`src/hw/rtl/acc6_pkg.sv`:
```
// ----------------------------------------------------------------------------
// acc6_pkg
// Shared types and constants for the six-position accelerometer bias
// calibration block.
// ----------------------------------------------------------------------------
package acc6_pkg;

    localparam int SAMPLE_W   = 16;
    localparam int OUT_W      = 17;
    localparam int SETTLE_W   = 10;
    localparam int THR_W      = 15;
    localparam int NUM_ORIENT = 6;
    localparam int ORIENT_W   = 3;
    localparam int CFG_ADDR_W = 1;
    localparam int CFG_DATA_W = 15;
    localparam int S_DATA_W   = 48;
    localparam int M_DATA_W   = 64;
    localparam int NUM_STAGES = 5;

    localparam int DEF_CAPTURE_SAMPLES = 100;

    localparam logic [SETTLE_W-1:0]   SETTLE_RST  = 10'd400;
    localparam logic [THR_W-1:0]      THR_RST     = 15'd231;
    localparam logic [SETTLE_W-1:0]   SETTLE_MAX  = {SETTLE_W{1'b1}};
    localparam logic [NUM_ORIENT-1:0] ORIENT_ALL  = {NUM_ORIENT{1'b1}};

    typedef enum logic [1:0] {
        PH_IDLE    = 2'd0,
        PH_SCAN    = 2'd1,
        PH_SETTLE  = 2'd2,
        PH_CAPTURE = 2'd3
    } phase_t;

    typedef enum logic [CFG_ADDR_W-1:0] {
        CFG_SETTLE    = 1'b0,
        CFG_THRESHOLD = 1'b1
    } cfg_reg_t;

    // Accumulator commands from the control stage to each axis lane
    typedef struct packed {
        logic                clr;
        logic                acc_en;
        logic                store;
        logic [ORIENT_W-1:0] idx;
    } lane_ctl_t;

    // Per-item status carried down the pipeline
    typedef struct packed {
        logic                  start;
        logic                  cal;
        logic                  load;
        phase_t                phase;
        logic [NUM_ORIENT-1:0] mask;
    } item_stat_t;

    // Stage load enables and last-stage flags handed to the lanes
    typedef struct packed {
        logic [NUM_STAGES:1] ld;
        logic                ldo;
        logic                load;
        logic                cal;
    } pipe_ctl_t;

endpackage

```
`src/hw/rtl/acc6_ctrl.sv`:
```
// ----------------------------------------------------------------------------
// acc6_ctrl
// Calibration sequencer: orientation detection, settle and capture counting,
// captured flags and the calibrated mark.
// ----------------------------------------------------------------------------
module acc6_ctrl #(
    parameter int CAPTURE_SAMPLES = acc6_pkg::DEF_CAPTURE_SAMPLES
) (
    input  logic                                   aclk,
    input  logic                                   aresetn,
    input  logic                                   accept_i,
    input  logic                                   action_i,
    input  logic signed [acc6_pkg::SAMPLE_W-1:0]   x_i,
    input  logic signed [acc6_pkg::SAMPLE_W-1:0]   y_i,
    input  logic signed [acc6_pkg::SAMPLE_W-1:0]   z_i,
    input  logic        [acc6_pkg::SETTLE_W-1:0]   settle_samples_i,
    input  logic        [acc6_pkg::THR_W-1:0]      threshold_i,
    output acc6_pkg::lane_ctl_t                    lane_ctl_o,
    output acc6_pkg::item_stat_t                   stat_o
);
    import acc6_pkg::*;

    localparam int SAMP_W = $clog2(CAPTURE_SAMPLES + 1);
    localparam logic [SAMP_W-1:0] SAMP_END = SAMP_W'(CAPTURE_SAMPLES);

    phase_t                phase_reg, phase_next;
    logic [NUM_ORIENT-1:0] flags_reg, flags_next;
    logic                  cal_reg, cal_next;
    logic [ORIENT_W-1:0]   cur_reg, cur_next;
    logic [SETTLE_W-1:0]   settle_reg, settle_next;
    logic [SAMP_W-1:0]     samp_reg, samp_next;

    logic signed [SAMPLE_W:0] thr_pos, thr_neg;
    logic [NUM_ORIENT-1:0]    pass;
    logic [NUM_ORIENT-1:0]    flags_upd;
    logic [NUM_ORIENT-1:0]    above;
    logic [NUM_ORIENT-1:0]    cand_scan, cand_end;
    logic [ORIENT_W-1:0]      idx_scan, idx_end;
    logic [SETTLE_W-1:0]      settle_inc;
    logic [SAMP_W-1:0]        samp_inc;
    logic                     load;

    // Axis tests: even orientations point up, odd ones point down
    always_comb begin
        thr_pos = $signed({2'b00, threshold_i});
        thr_neg = -thr_pos;
        pass[0] = $signed({z_i[SAMPLE_W-1], z_i}) >= thr_pos;
        pass[1] = $signed({z_i[SAMPLE_W-1], z_i}) <= thr_neg;
        pass[2] = $signed({y_i[SAMPLE_W-1], y_i}) >= thr_pos;
        pass[3] = $signed({y_i[SAMPLE_W-1], y_i}) <= thr_neg;
        pass[4] = $signed({x_i[SAMPLE_W-1], x_i}) >= thr_pos;
        pass[5] = $signed({x_i[SAMPLE_W-1], x_i}) <= thr_neg;
    end

    always_comb begin
        flags_upd = flags_reg;
        flags_upd[cur_reg] = 1'b1;
        for (int i = 0; i < NUM_ORIENT; i++) begin
            above[i] = (ORIENT_W'(i) > cur_reg);
        end
        cand_scan = pass & ~flags_reg;
        cand_end  = pass & ~flags_upd & above;
        // lowest candidate wins
        idx_scan = '0;
        idx_end  = '0;
        for (int i = NUM_ORIENT - 1; i >= 0; i--) begin
            if (cand_scan[i]) begin
                idx_scan = ORIENT_W'(i);
            end
            if (cand_end[i]) begin
                idx_end = ORIENT_W'(i);
            end
        end
        settle_inc = (settle_reg < SETTLE_MAX) ? settle_reg + 1'b1 : settle_reg;
        samp_inc   = samp_reg + 1'b1;
    end

    always_comb begin
        phase_next  = phase_reg;
        flags_next  = flags_reg;
        cal_next    = cal_reg;
        cur_next    = cur_reg;
        settle_next = settle_reg;
        samp_next   = samp_reg;
        lane_ctl_o  = '0;
        load        = 1'b0;
        if (accept_i) begin
            if (action_i) begin
                phase_next     = PH_SCAN;
                flags_next     = '0;
                cal_next       = 1'b0;
                cur_next       = '0;
                settle_next    = '0;
                samp_next      = '0;
                lane_ctl_o.clr = 1'b1;
            end else begin
                case (phase_reg)
                    PH_SCAN: begin
                        if (|cand_scan) begin
                            cur_next       = idx_scan;
                            settle_next    = '0;
                            samp_next      = '0;
                            lane_ctl_o.clr = 1'b1;
                            phase_next     = (settle_samples_i == '0) ? PH_CAPTURE : PH_SETTLE;
                        end
                    end
                    PH_SETTLE: begin
                        settle_next = settle_inc;
                        if (settle_inc >= settle_samples_i) begin
                            phase_next = PH_CAPTURE;
                        end
                    end
                    PH_CAPTURE: begin
                        lane_ctl_o.acc_en = 1'b1;
                        samp_next         = samp_inc;
                        if (samp_inc >= SAMP_END) begin
                            lane_ctl_o.store = 1'b1;
                            lane_ctl_o.idx   = cur_reg;
                            flags_next       = flags_upd;
                            if (flags_upd == ORIENT_ALL) begin
                                cal_next   = 1'b1;
                                load       = 1'b1;
                                phase_next = PH_IDLE;
                                samp_next  = '0;
                            end else if (|cand_end) begin
                                // recheck higher orientations on this last sample
                                cur_next       = idx_end;
                                settle_next    = '0;
                                samp_next      = '0;
                                lane_ctl_o.clr = 1'b1;
                                phase_next     = (settle_samples_i == '0) ? PH_CAPTURE
                                                                          : PH_SETTLE;
                            end else begin
                                phase_next = PH_SCAN;
                                samp_next  = '0;
                            end
                        end
                    end
                    default: begin
                    end
                endcase
            end
        end
        stat_o.start = action_i;
        stat_o.cal   = cal_next;
        stat_o.load  = load;
        stat_o.phase = phase_next;
        stat_o.mask  = flags_next;
    end

    always_ff @(posedge aclk) begin
        if (!aresetn) begin
            phase_reg  <= PH_IDLE;
            flags_reg  <= '0;
            cal_reg    <= 1'b0;
            cur_reg    <= '0;
            settle_reg <= '0;
            samp_reg   <= '0;
        end else begin
            phase_reg  <= phase_next;
            flags_reg  <= flags_next;
            cal_reg    <= cal_next;
            cur_reg    <= cur_next;
            settle_reg <= settle_next;
            samp_reg   <= samp_next;
        end
    end

`ifndef SYNTHESIS
    a_idle_consistent: assert property (@(posedge aclk) disable iff (!aresetn)
        phase_reg == PH_IDLE |->
            (flags_reg == '0 && !cal_reg) || (flags_reg == ORIENT_ALL && cal_reg))
        else $error("idle with partial calibration state");

    a_samp_bound: assert property (@(posedge aclk) disable iff (!aresetn)
        phase_reg == PH_CAPTURE |-> samp_reg < SAMP_END)
        else $error("capture count ran past its end");

    a_cur_uncaptured: assert property (@(posedge aclk) disable iff (!aresetn)
        (phase_reg == PH_SETTLE || phase_reg == PH_CAPTURE) |-> !flags_reg[cur_reg])
        else $error("capturing an orientation already captured");
`endif

endmodule

```
`config.mk`:
```
export PLATFORM = sky130hd
export DESIGN_NAME = acc6_ctrl
export DESIGN_NICKNAME = d
export VERILOG_FILES = /design/src/hw/rtl/acc6_pkg.sv /design/src/hw/rtl/acc6_ctrl.sv
export SDC_FILE = /design/constraint.sdc
export NUM_CORES = 1
export LEC_CHECK = 0
export ABC_AREA = 1
export BUFFER_PORTS_ARGS = -buffer_cell sky130_fd_sc_hd__buf_2
export CAP_MARGIN = 20
export CORE_MARGIN = 8
export CORE_UTILIZATION = 52
export CTS_CLUSTER_DIAMETER = 100
export CTS_CLUSTER_SIZE = 8
export DETAILED_ROUTE_END_ITERATION = 10
export GPL_TIMING_DRIVEN = 0
export PLACE_DENSITY = 0.78
export SKIP_LAST_GASP = 1
export SYNTH_ARGS = -nofsm -noshare
export SYNTH_HDL_FRONTEND = slang
export SYNTH_SLANG_ARGS = --single-unit
export TNS_END_PERCENT = 5
```
`constraint.sdc`:
```
create_clock -name aclk -period 5.4 [get_ports aclk]
set_input_delay 1.35 -clock aclk [delete_from_list [all_inputs] [get_ports aclk]]
set_output_delay 1.35 -clock aclk [all_outputs]
set_load 0.05 [all_outputs]
```
== Yosys cells after proc, flatten, opt, wreduce, memory -nomap -nowiden ==
Index checks and enable logic that the tools add are counted.

* Add/subtract/negate cells: 3
* $lt $le $gt $ge: 17
* Equal/unequal tests: 8
* Muxes and demuxes: 64
* Bitwise operators: 6
* Reductions and logical operators: 9

{| class="wikitable"
|+ Operator list
! cell !! count
|-
| $mux W10 || 6
|-
| $le A16 B17 Y1 || 3
|-
| $mux W3 || 17
|-
| $ge A16 B16 Y1 || 3
|-
| $mux W6 || 5
|-
| $pmux W10 S3 || 1
|-
| $mux W7 || 3
|-
| $and A6 B6 Y6 || 3
|-
| $mux W1 || 17
|-
| $neg A15 Y17 || 1
|-
| $mux W2 || 7
|-
| $pmux W7 S2 || 1
|-
| $ne A3 B3 Y1 const B || 4
|-
| $not A6 Y6 || 2
|-
| $reduce_and A6 Y1 || 2
|-
| $reduce_or A6 Y1 || 2
|-
| $add A10 B1 Y10 const B || 1
|-
| $ge A10 B10 Y1 || 1
|-
| $logic_not A10 Y1 || 1
|-
| $lt A10 B10 Y1 const B || 1
|-
| $mux W5 || 2
|-
| $add A7 B1 Y7 const B || 1
|-
| $ge A7 B7 Y1 const B || 1
|-
| $eq A6 B6 Y1 const B || 1
|-
| other kinds (17) || 21
|}

* Register bits after elaboration: 29
* Output and inout bits: 17

== Logic depth before layout (Yosys ltp) ==
Gate-level depths: netlist of run 1.

* Word-level depth: 19
* Gate-level depth with buffers: 27
* Mapped depth without buffers: 27

== Worst setup path after synthesis of run 1 ==
Ideal clock, no wire load.

* Kind: input to output
* From: in threshold_i[1] (netlist name)
* To: out stat_o[6] (netlist name)
* Arrival time: 4,369 ps
* Data required time: 4,050 ps
* Setup slack: -319 ps
* Stages on the path: 26
* Cells stage by stage: inv_1 ha_1 nand2_1 nor2_4 nand3_2 nor2_1 nand3_1 xor2_1 ha_1 nand2_1 nor3_1 nand2_1 nand3b_1 nor2_1 nor2_2 nand2_1 nand2_2 nand2_2 nor2_4 nor2_4 nand2_1 nand2_1 nand2_1 nand3_1 nand2_1 nand2_1

{| class="wikitable"
|+ RTL lines
! element !! line !! source
|-
| from (decl) || acc6_ctrl.sv:17 || <nowiki>input logic [acc6_pkg::THR_W-1:0] threshold_i,</nowiki>
|-
| to (decl) || acc6_ctrl.sv:19 || <nowiki>output acc6_pkg::item_stat_t stat_o</nowiki>
|}

==> metrics.yaml, run 1 <==
min_period_over_period: 1.09
synthToLayoutAreaGrowth_pct: 25.7
grt_max_degree: 11
dp_slack_ps: -827
core-area_sq_um: 9590
slew_violations: 0
initial_core_util: 0.528
grt_usage: 0.221
clk_transition_reported_paths_ps: 60
netlist-cell-type-count: 40
violations: "setup timing"
clock-sinks: 29
final.min_clock_period_ps: 5890
hold_violations: 0
path_max_fanout: 5
ant_nets: 0
rsz0062_at_grt: "true"
routed_wl_mm: 14.8
reg2reg_from: "settle_reg[3]"
h-tree-depth: 2
internal_power_mw: 0.503
r2r_setup_slack_ps: 1940
rr_worst_depth: 25
tritoncts: "done"
cts-root-buf: "clkbuf_8"
grt_pass1_vias: 5192
io_buffers: 91
swShare: 0.408
p_seq_frac: 0.275
diodes: 0
slowest_stage: "ha_1"
fin_skew_ps: 2.92
grt.overflow.total: 0
endpoint: "stat_o[6]"
synth_nets: 956
die_y_um: 115
p_sw_mw: 0.347
cp.arrival_ps: 4540
critPathLaunch: "threshold_i[1]"
slowest_delay_ps: 310
yosysSeqAreaShare: 0.115
setup_violations: 3
cts_buffer_depth: 2
slew_headroom: 0.652
drt-pass1-iter-count: 5
num_vias: 5484
p_leak_nw: 3.30
clkPwrFrac: 0.240
endpoint_kind: "output pin"
routedWlPerCell_um: 14.3
ios: 94
combPwrFrac: 0.485
vias_per_cell: 5.29
synth.yosys.warnings: 0
drive_gt1_frac: 0.250
p_per_area_nw_per_um2: 134
synth-seq-cells: 29
worstMarginPinSlew_ps: 517
path_class: "input port to output pin"
drv_cap: 0
synthCells: 779
timing.hold.ws_ps: 477
synth_area_per_cell_sq_um: 6.50
die-area_sq_um: 13200
antenna_found_initial: 0
drtIter0Drc: 289
rows: 36
die_w_um: 115
max_freq_mhz: 170
hp-class: "flip-flop to flip-flop"
worst_ir_drop_vdd_mv: 0.0976
largest_register_ffs: 10
reg2reg_to: "phase_reg[0]"
place_congestion: 0.903
grt_pass1_wl_mm: 23.8
finalNetCount: 1079
clkLatencyLatePin_ps: 290
place.detailed.hpwl_mm: 11.7
cts_buffers: 5
drc: 0
crit_top_cell: "nand2_2"
setup_ws_ps: -493
syn_area_sq_um: 5060
status: "finished, violations left"
worstSetupStartpointType: "input port"
required_ps: 4050
metrics by stage:
| stage | TNS [ps] | util | instances | instance area, sq um | total power [mW] |
|---|---|---|---|---|---|
| 2_1_floorplan | -55.0 | - | 779 | 5170 | 0.498 |
| 3_5_place_dp | -2370 | 0.604 | 1003 | 5790 | 0.608 |
| 4_1_cts | -960 | 0.644 | 1022 | 6170 | 0.830 |
| 6_report | -1420 | 0.663 | 1036 | 6360 | 0.850 |
| 5_1_grt | -1960 | 0.663 | 1036 | 6360 | 0.917 |
| 3_3_place_gp | -2380 | 0.604 | 1003 | 5790 | 0.602 |
cell usage after synthesis (all sizes together):
cell type  count  area share
a21oi         64       0.063
inv          124       0.092
o31ai          3      0.0044
nand3b         4      0.0059
or2            1      0.0012
o21ai         36       0.036
dfxtp         29        0.11
nor3          23       0.029
o21bai         3      0.0044
buf            7       0.011
nand2        155        0.13
xor2          18       0.031
ha           100        0.25
nand4         19       0.023
clkbuf         4      0.0030
nor2         105       0.095
a211oi         6      0.0099
a21boi         2      0.0030
nor4           5      0.0062
o2111ai        1      0.0017
o211ai         4      0.0059
and2           8      0.0099
a21o           1      0.0015
nand3         55       0.070
a31oi          2      0.0025
how the worst min path moves through the flow:
| stage | startpoint | end | slack (ps) | depth (start not counted) |
|---|---|---|---|---|
| final | settle_reg[8] | settle_reg[8] | 480 | 2 |
| after detailed placement | settle_reg[8] | settle_reg[8] | 460 | 2 |
| after global routing | settle_reg[8] | settle_reg[8] | 530 | 2 |
| after floorplan | settle_reg[8] | settle_reg[8] | 440 | 2 |
| after CTS | settle_reg[8] | settle_reg[8] | 470 | 2 |
| after global placement | settle_reg[8] | settle_reg[8] | 450 | 2 |
power by group through the flow:
stage,Combinational (mW),Sequential [mW],Clock (mW)
after global routing,0.466,0.235,0.216
after detailed placement,0.370,0.238,0
after global placement,0.364,0.238,0
after floorplan,0.262,0.236,0
after CTS,0.392,0.234,0.205
final,0.412,0.234,0.204
worst max-delay path, delay by kind of cell:
family / cells / cell delay [ps]
adders and majority gates: 1 / 310
buffers and inverters: 4 / 600
AOI/OAI and AO/OA: 1 / 190
and+or+nand+nor: 19 / 2070
cells in the final DEF (no fill, tap or decap), drive strengths merged:
cell type | Yosys | routed
nand2 | 155 | 155
inv | 124 | 124
buf | 7 | 123
nor2 | 105 | 105
ha | 100 | 100
a21oi | 64 | 64
nand3 | 55 | 55
o21ai | 36 | 36
dfxtp | 29 | 29
nor3 | 23 | 23
nand4 | 19 | 19
xor2 | 18 | 18
clkbuf | 4 | 11
and2 | 8 | 8
a211oi | 6 | 6
nor4 | 5 | 5
nand3b | 4 | 4
o211ai | 4 | 4
o31ai | 3 | 3
o21bai | 3 | 3
a31oi | 2 | 2
a21boi | 2 | 2
o2111ai | 1 | 1
a21o | 1 | 1
or2 | 1 | 1
clkinv | 0 | 1
final cells by class:
type / instances / area [sq um]
Tap cell: 133 / 166
Multi-Input combinational cell: 615 / 4220
Sequential cell: 29 / 581
Buffer: 11 / 71.3
Clock inverter: 1 / 5.00
Timing Repair Buffer: 116 / 731
Clock buffer: 7 / 96.3
Inverter: 124 / 497
Fill cell: 881 / 3230
layer usage:
layer	vias up	wire, um	global-route usage
li1	2842	-	-
met3	25	782	0.0353
met4	0	265	0.0524
met1	2445	6880	0.286
met5	-	0	0
met2	172	6860	0.373
logic make-up (layout without fill, tap and decap cells):
logic type / after synthesis / count (layout) / synth area share
DFF: 29 / 29 / 0.115
buffers and inverters: 135 / 259 / 0.106
adders and majority gates: 100 / 100 / 0.247
and+or+nand+nor: 375 / 375 / 0.368
AOI/OAI and AO/OA: 122 / 122 / 0.133
xor gates and xnor gates: 18 / 18 / 0.0311
timing repair:
action	in CTS	in global routing
setup endpoints to repair	3	3
setup buffers	11	14
gates resized for setup	43	19
pin swaps	26	28
hold buffers	0	0
endpoints found under the hold margin	0	0
Power figures use the tool's default switching activity.
==> run 2: changes to the inputs <==
==> constraint.sdc (replaced) <==
create_clock -name aclk -period 5.4 [get_ports aclk]
set_input_delay 1.35 -clock aclk [delete_from_list [all_inputs] [get_ports aclk]]
set_output_delay 1.35 -clock aclk [all_outputs]
set_load 0.005 [all_outputs]
==> metrics.yaml, run 2 (same netlist as run 1, synthesis figures left out) <==
reg2reg_to: "phase_reg[0]"
clkLatencyLatePin_ps: 290  # about the same
routed_wl_mm: 14.4  # -2.8%
cts_buffer_depth: 2  # unchanged
rsz0062_at_grt: "true"
initial_core_util: 0.528  # unchanged
slowest_delay_ps: 320  # about the same
design_area_sq_um: 6220  # -2.3%
p_per_area_nw_per_um2: 129  # -3.3%
dp.cells: 1003  # unchanged
grt_pass1_wl_mm: 23.8  # -0.18%
drtIter0Drc: 245  # -15%
slowest_stage: "ha_4"
endpoint_kind: "output pin"
p_total_mw: 0.803  # -5.5%
rows: 36  # unchanged
largest_register_ffs: 10  # unchanged
crit_top_cell: "nor2_4"
violations: "setup timing"
routedWlPerCell_um: 13.9  # -2.5%
finalNetCount: 1074  # -0.46%
min_from: "settle_reg[8]"
layout_commonest_cell: "nand2_1"
cts-root-buf: "clkbuf_8"
hold_depth: 2  # unchanged
die-area_sq_um: 13200  # unchanged
worst_ir_drop_vdd_mv: 0.0772  # -21%
synthToLayoutAreaGrowth_pct: 22.8
core-area_sq_um: 9590  # unchanged
drv_cap: 0  # unchanged
fin_skew_ps: 7.97  # +5.05 ps
ant_nets: 0  # unchanged
place_congestion: 0.938  # +3.9%
io_buffers: 91  # unchanged
cts_hold_buf: 0  # unchanged
status: "finished, violations left"
grt_usage: 0.221  # +0.000393
timing.hold.ws_ps: 469  # -7.44 ps
slew_violations: 0  # unchanged
grt_pass1_vias: 5248  # +1.1%
dp_slack_ps: -889  # -61.9 ps
die_y_um: 115  # unchanged
min_to: "settle_reg[8]"
place_area_sq_um: 5690  # -1.7%
max_freq_mhz: 175  # +3.2%
min_period_over_period: 1.06  # -0.0343
num_vias: 5394  # -1.6%
antenna_found_initial: 0  # unchanged
worstSetupStartpointType: "input port"
hp-class: "flip-flop to flip-flop"
vias_per_cell: 5.23  # -1.3%
path_class: "input port to output pin"
reg2reg_from: "settle_reg[3]"
drt-pass1-iter-count: 8  # +3
grt_max_degree: 11  # unchanged
clk_transition_reported_paths_ps: 70  # about the same
place.detailed.hpwl_mm: 11.7  # about the same
p_leak_nw: 3.24  # -1.7%
clock-sinks: 29  # unchanged
cts_buffers: 5  # unchanged
path_max_fanout: 3  # -2
grt.overflow.total: 0  # unchanged
setup_ws_ps: -307  # +185 ps
finalNonFillerCells: 1032  # -0.39%
ios: 94  # unchanged
die_w_um: 115  # unchanged
cp.arrival_ps: 4360  # -180 ps
worstMarginPinSlew_ps: 521  # +4.19 ps
drc: 0  # unchanged
tritoncts: "done"
drive_gt1_frac: 0.241  # -0.00974
required_ps: 4050  # about the same
setup_violations: 3  # unchanged
hold_violations: 0  # unchanged
mostFrequentLayoutCells: "nand2_1 (130), inv_1 (115), ha_1 (96), buf_2 (86), nor2_1 (84)"
rr_worst_depth: 25  # unchanged
r2r_setup_slack_ps: 1960  # +20 ps
slew_headroom: 0.653  # +0.000846
final.min_clock_period_ps: 5710  # -185 ps
h-tree-depth: 2  # unchanged
==> run 2: timing repair <==
item,in CTS,in global routing
setup buffers,14,6
pin swaps,28,20
setup endpoints to repair,3,3
resized for setup,52,20
==> run 2: layer usage <==
layer | track usage | part of all wire
met5 | 0 | 0
met2 | 0.379 | 0.46
met4 | 0.0665 | 0.023
met3 | 0.0369 | 0.054
met1 | 0.276 | 0.46
==> run 2: worst max-delay path, delay by kind of cell <==
family | cells | cell delay, ps
adders and majority gates | 2 | 450
buffers and inverters | 4 | 320
and+or+nand+nor | 20 | 2030
xor gates and xnor gates | 1 | 220
==> run 2: worst max path at each step <==
stage                         startpoint       endpoint  depth (start not counted)
after global placement    threshold_i[1]  lane_ctl_o[5]                         25
after global routing      threshold_i[0]      stat_o[6]                         28
after detailed placement  threshold_i[1]  lane_ctl_o[5]                         25
final                     threshold_i[0]  lane_ctl_o[5]                         27
after CTS                 threshold_i[4]      stat_o[6]                         25
after floorplan           threshold_i[1]      stat_o[7]                         23
==> run 2: area by class of cell <==
type | instances | area, sq um
plain buffers | 11 | 71.3
flip-flops and latches | 29 | 581
multi-input cells | 615 | 4170
clock buffers | 6 | 72.6
clock inverters | 2 | 10.0
repair buffers | 111 | 653
well taps | 133 | 166
fillers | 886 | 3380
diodes | 1 | 2.50
inverters | 124 | 485
==> run 2: where the power goes <==
group	total (mW)	internal, mW	leakage (nW)	switching, mW
sequential	0.234	0.225	0.237	0.00866
combinational	0.393	0.156	2.96	0.237
clock	0.176	0.0891	0.0450	0.0870
==> run 2: metrics by stage <==
stage                     setup TNS, ps  utilization
after floorplan                   -17.7            -
after global placement            -2560        0.593
after detailed placement          -2610        0.593
after CTS                          -927        0.635
after global routing              -1570        0.648
final                              -909        0.648
==> run 3: changes to the inputs <==
--- a/config.mk
+++ b/config.mk
@@ -5,7 +5,6 @@
 export SDC_FILE = /design/constraint.sdc
 export NUM_CORES = 1
 export LEC_CHECK = 0
-export ABC_AREA = 1
 export BUFFER_PORTS_ARGS = -buffer_cell sky130_fd_sc_hd__buf_2
 export CAP_MARGIN = 20
 export CORE_MARGIN = 8
@@ -14,7 +13,7 @@
 export CTS_CLUSTER_SIZE = 8
 export DETAILED_ROUTE_END_ITERATION = 10
 export GPL_TIMING_DRIVEN = 0
-export PLACE_DENSITY = 0.78
+export PLACE_DENSITY = 0.79
 export SKIP_LAST_GASP = 1
 export SYNTH_ARGS = -nofsm -noshare
 export SYNTH_HDL_FRONTEND = slang
==> metrics.yaml, run 3 <==
status: "finished, violations left"
violations: "setup timing"
drtIter0Drc: 442  # +80%
initial_core_util: 0.524  # -0.00342
syn_area_sq_um: 4750  # -6.1%
endpoint_kind: "output pin"
drc: 0  # unchanged
largest_register_ffs: 10  # unchanged
synth_fa_ha_area_frac: 0.263  # +0.0161
cts_buffers: 5  # unchanged
place_congestion: 0.973  # +3.7%
synthArstFlopShare: 0  # unchanged
synth.cells.most_frequent: "ha_1 (100), nor2_1 (50), a21oi_1 (42), inv_1 (39), nand2_1 (38)"
cts_buffer_depth: 2  # unchanged
worst_ir_drop_vdd_mv: 0.123  # +59%
cts_hold_buf: 0  # unchanged
layout_commonest_cell: "ha_1"
yosysMostFrequentCell: "ha_1"
grt_pass1_vias: 5296  # +0.91%
num_vias: 5375  # -0.35%
synth.yosys.warnings: 0  # unchanged
synthCells: 614  # -21%
synth_area_leader_cell: "ha_1"
synth-xor-area-share: 0.0437  # +0.0126
vias_per_cell: 6.39  # +22%
mostFrequentLayoutCells: "ha_1 (97), buf_2 (87), nor2_1 (49), a21oi_1 (42)"
yosysTopAreaCellShare: 0.263  # +0.0161
finalNetCount: 906  # -16%
h-tree-depth: 2  # unchanged
synth_nets: 791  # -17%
worstSetupStartpointType: "input port"
place_area_sq_um: 5480  # -3.8%
grt_usage: 0.238  # +0.0166
min_period_over_period: 1.23  # +0.171
rsz0062_at_grt: "true"
slew_violations: 0  # unchanged
worstMarginPinSlew_ps: 969  # +448 ps
synth_area_leaders: "ha_1 (26%), dfxtp_1 (12%), a21oi_1 (4.4%)"
grt.overflow.total: 0  # unchanged
routed_wl_mm: 15.2  # +5.7%
fin_skew_ps: 7.23  # -0.739 ps
clock-sinks: 29  # unchanged
synth_area_per_cell_sq_um: 7.74  # +19%
rows: 35  # -2.8%
core-area_sq_um: 9060  # -5.5%
setup_ws_ps: -1230  # -924 ps
diodes: 0  # -1
hold_violations: 0  # unchanged
ys.flop_type: "dfxtp_1"
hp-class: "flip-flop to flip-flop"
grt_pass1_wl_mm: 25.0  # +5.1%
drv_cap: 0  # unchanged
ios: 94  # unchanged
max_freq_mhz: 151  # -14%
setup_violations: 3  # unchanged
yosysSeqAreaShare: 0.122  # +0.00748
antenna_found_initial: 1  # +1
tritoncts: "done"
place.detailed.hpwl_mm: 12.1  # +3.5%
drt-pass1-iter-count: 5  # -3
path_max_fanout: 5  # +2
grt_max_degree: 11  # unchanged
io_buffers: 91  # unchanged
ant_nets: 0  # unchanged
routedWlPerCell_um: 18.1  # +30%
required_ps: 4050  # about the same
cts-root-buf: "clkbuf_8"
synthToLayoutAreaGrowth_pct: 24.5
clk_transition_reported_paths_ps: 70  # about the same
p_leak_nw: 2.84  # -12%
finalNonFillerCells: 841  # -19%
path_class: "input port to output pin"
synth-seq-cells: 29  # unchanged
netlist-cell-type-count: 67  # +68%
die_w_um: 112  # -2.7%
synth_top_family_by_area: "compound AO/OA/AOI/OAI gates"
die-area_sq_um: 12500  # -5.3%
drive_gt1_frac: 0.232  # -0.00903
setup_tns_ps: -3490  # -2590 ps
synth-edff-count: 0  # unchanged
synth_compound_area_frac: 0.269  # +0.136
nFillCells: 778  # -12%
synth-simple-area-share: 0.242  # -0.126
synthMuxAreaShare: 0.0108  # +0.0108
cp.arrival_ps: 5280  # +920 ps
dp.cells: 816  # -19%
die_y_um: 112  # -2.7%
slew_headroom: 0.349  # -0.304
final.min_clock_period_ps: 6630  # +924 ps
design_area_sq_um: 5920  # -4.8%
p_per_area_nw_per_um2: 139  # +7.8%
clkLatencyLatePin_ps: 290  # about the same
run 3: changes by cell type after synthesis, sizes merged, moves of 13 or more:
cell,previous run,this run
nand2,155,38
inv,124,39
nor2,105,50
nand3,55,18
a21o,1,24
a21oi,64,43
xor2,18,3
xnor2,0,13
run 3: metal layers:
layer | vias up | share of wire | GRT usage
li1 | 2587 | - | -
met1 | 2502 | 0.45 | 0.308
met2 | 245 | 0.46 | 0.393
met3 | 39 | 0.068 | 0.0427
met4 | 2 | 0.021 | 0.0693
met5 | - | 0.00079 | 0
run 3: layout make-up:
cell class              instances  area [sq um]  area share
multi-input cells             527          4170       0.705
repair buffers                109           643       0.109
flip-flops and latches         29           581      0.0981
inverters                      39           165      0.0279
well taps                     111           139      0.0235
plain buffers                  18          96.3      0.0163
clock buffers                   6          82.6      0.0140
clock inverters                 2          37.5     0.00634
run 3: report_power, final:
group | total [mW] | leakage, nW | internal, mW | switching (mW)
combinational | 0.358 | 2.55 | 0.159 | 0.199
clock | 0.244 | 0.0574 | 0.150 | 0.0939
sequential | 0.222 | 0.234 | 0.217 | 0.00486
total | 0.824 | 2.84 | 0.526 | 0.298
run 3: repair_timing:
item                                    4_1_cts  5_1_grt
resized for setup                            35        0
pin swaps                                    26        0
buffers inserted                             18        0
endpoints found under the setup margin       18       16
gates cloned                                  0        0
run 3: path summary, 6_finish.rpt:
check | from | endpoint | slack [ps] | cells past startpoint
worst max-delay path | threshold_i[5] | lane_ctl_o[5] | -1230 | 16
worst min-delay path | samp_reg[1] | samp_reg[1] | 480 | 2
worst max register to register | settle_reg[0] | phase_reg[0] | 1300 | 17
worst min register to register | samp_reg[1] | samp_reg[1] | 480 | 2
run 3: cells by family after synthesis:
kind of cell | after synthesis
simple gates | 217
compound gates | 186
fa+ha+maj | 100
buf+inv | 58
flops | 29
xor+xnor | 19
mux | 5
run 3: metrics by stage:
stage          setup slack (ps)  hold slack [ps]   util  power (mW)
2_1_floorplan              -698              444      -       0.436
3_3_place_gp              -1530              453  0.603       0.530
3_5_place_dp              -1610              482  0.604       0.545
5_1_grt                   -1320              503  0.653       0.872
6_report                  -1230              485  0.653       0.824
4_1_cts                   -1080              492  0.653       0.815
run 3: worst max-delay path, stage by stage:
cell and delay, ps:
buf_2 120, nor3_2 400, nand2_2 190, nor3_4 240, xnor2_2 150, ha_4 300, or4bb_1 490, nor4_2 190
nor3_2 110, a211oi_2 210, o311ai_2 130, a211o_1 370, a2111oi_0 540, o211a_1 280, inv_1 60, buf_2 120
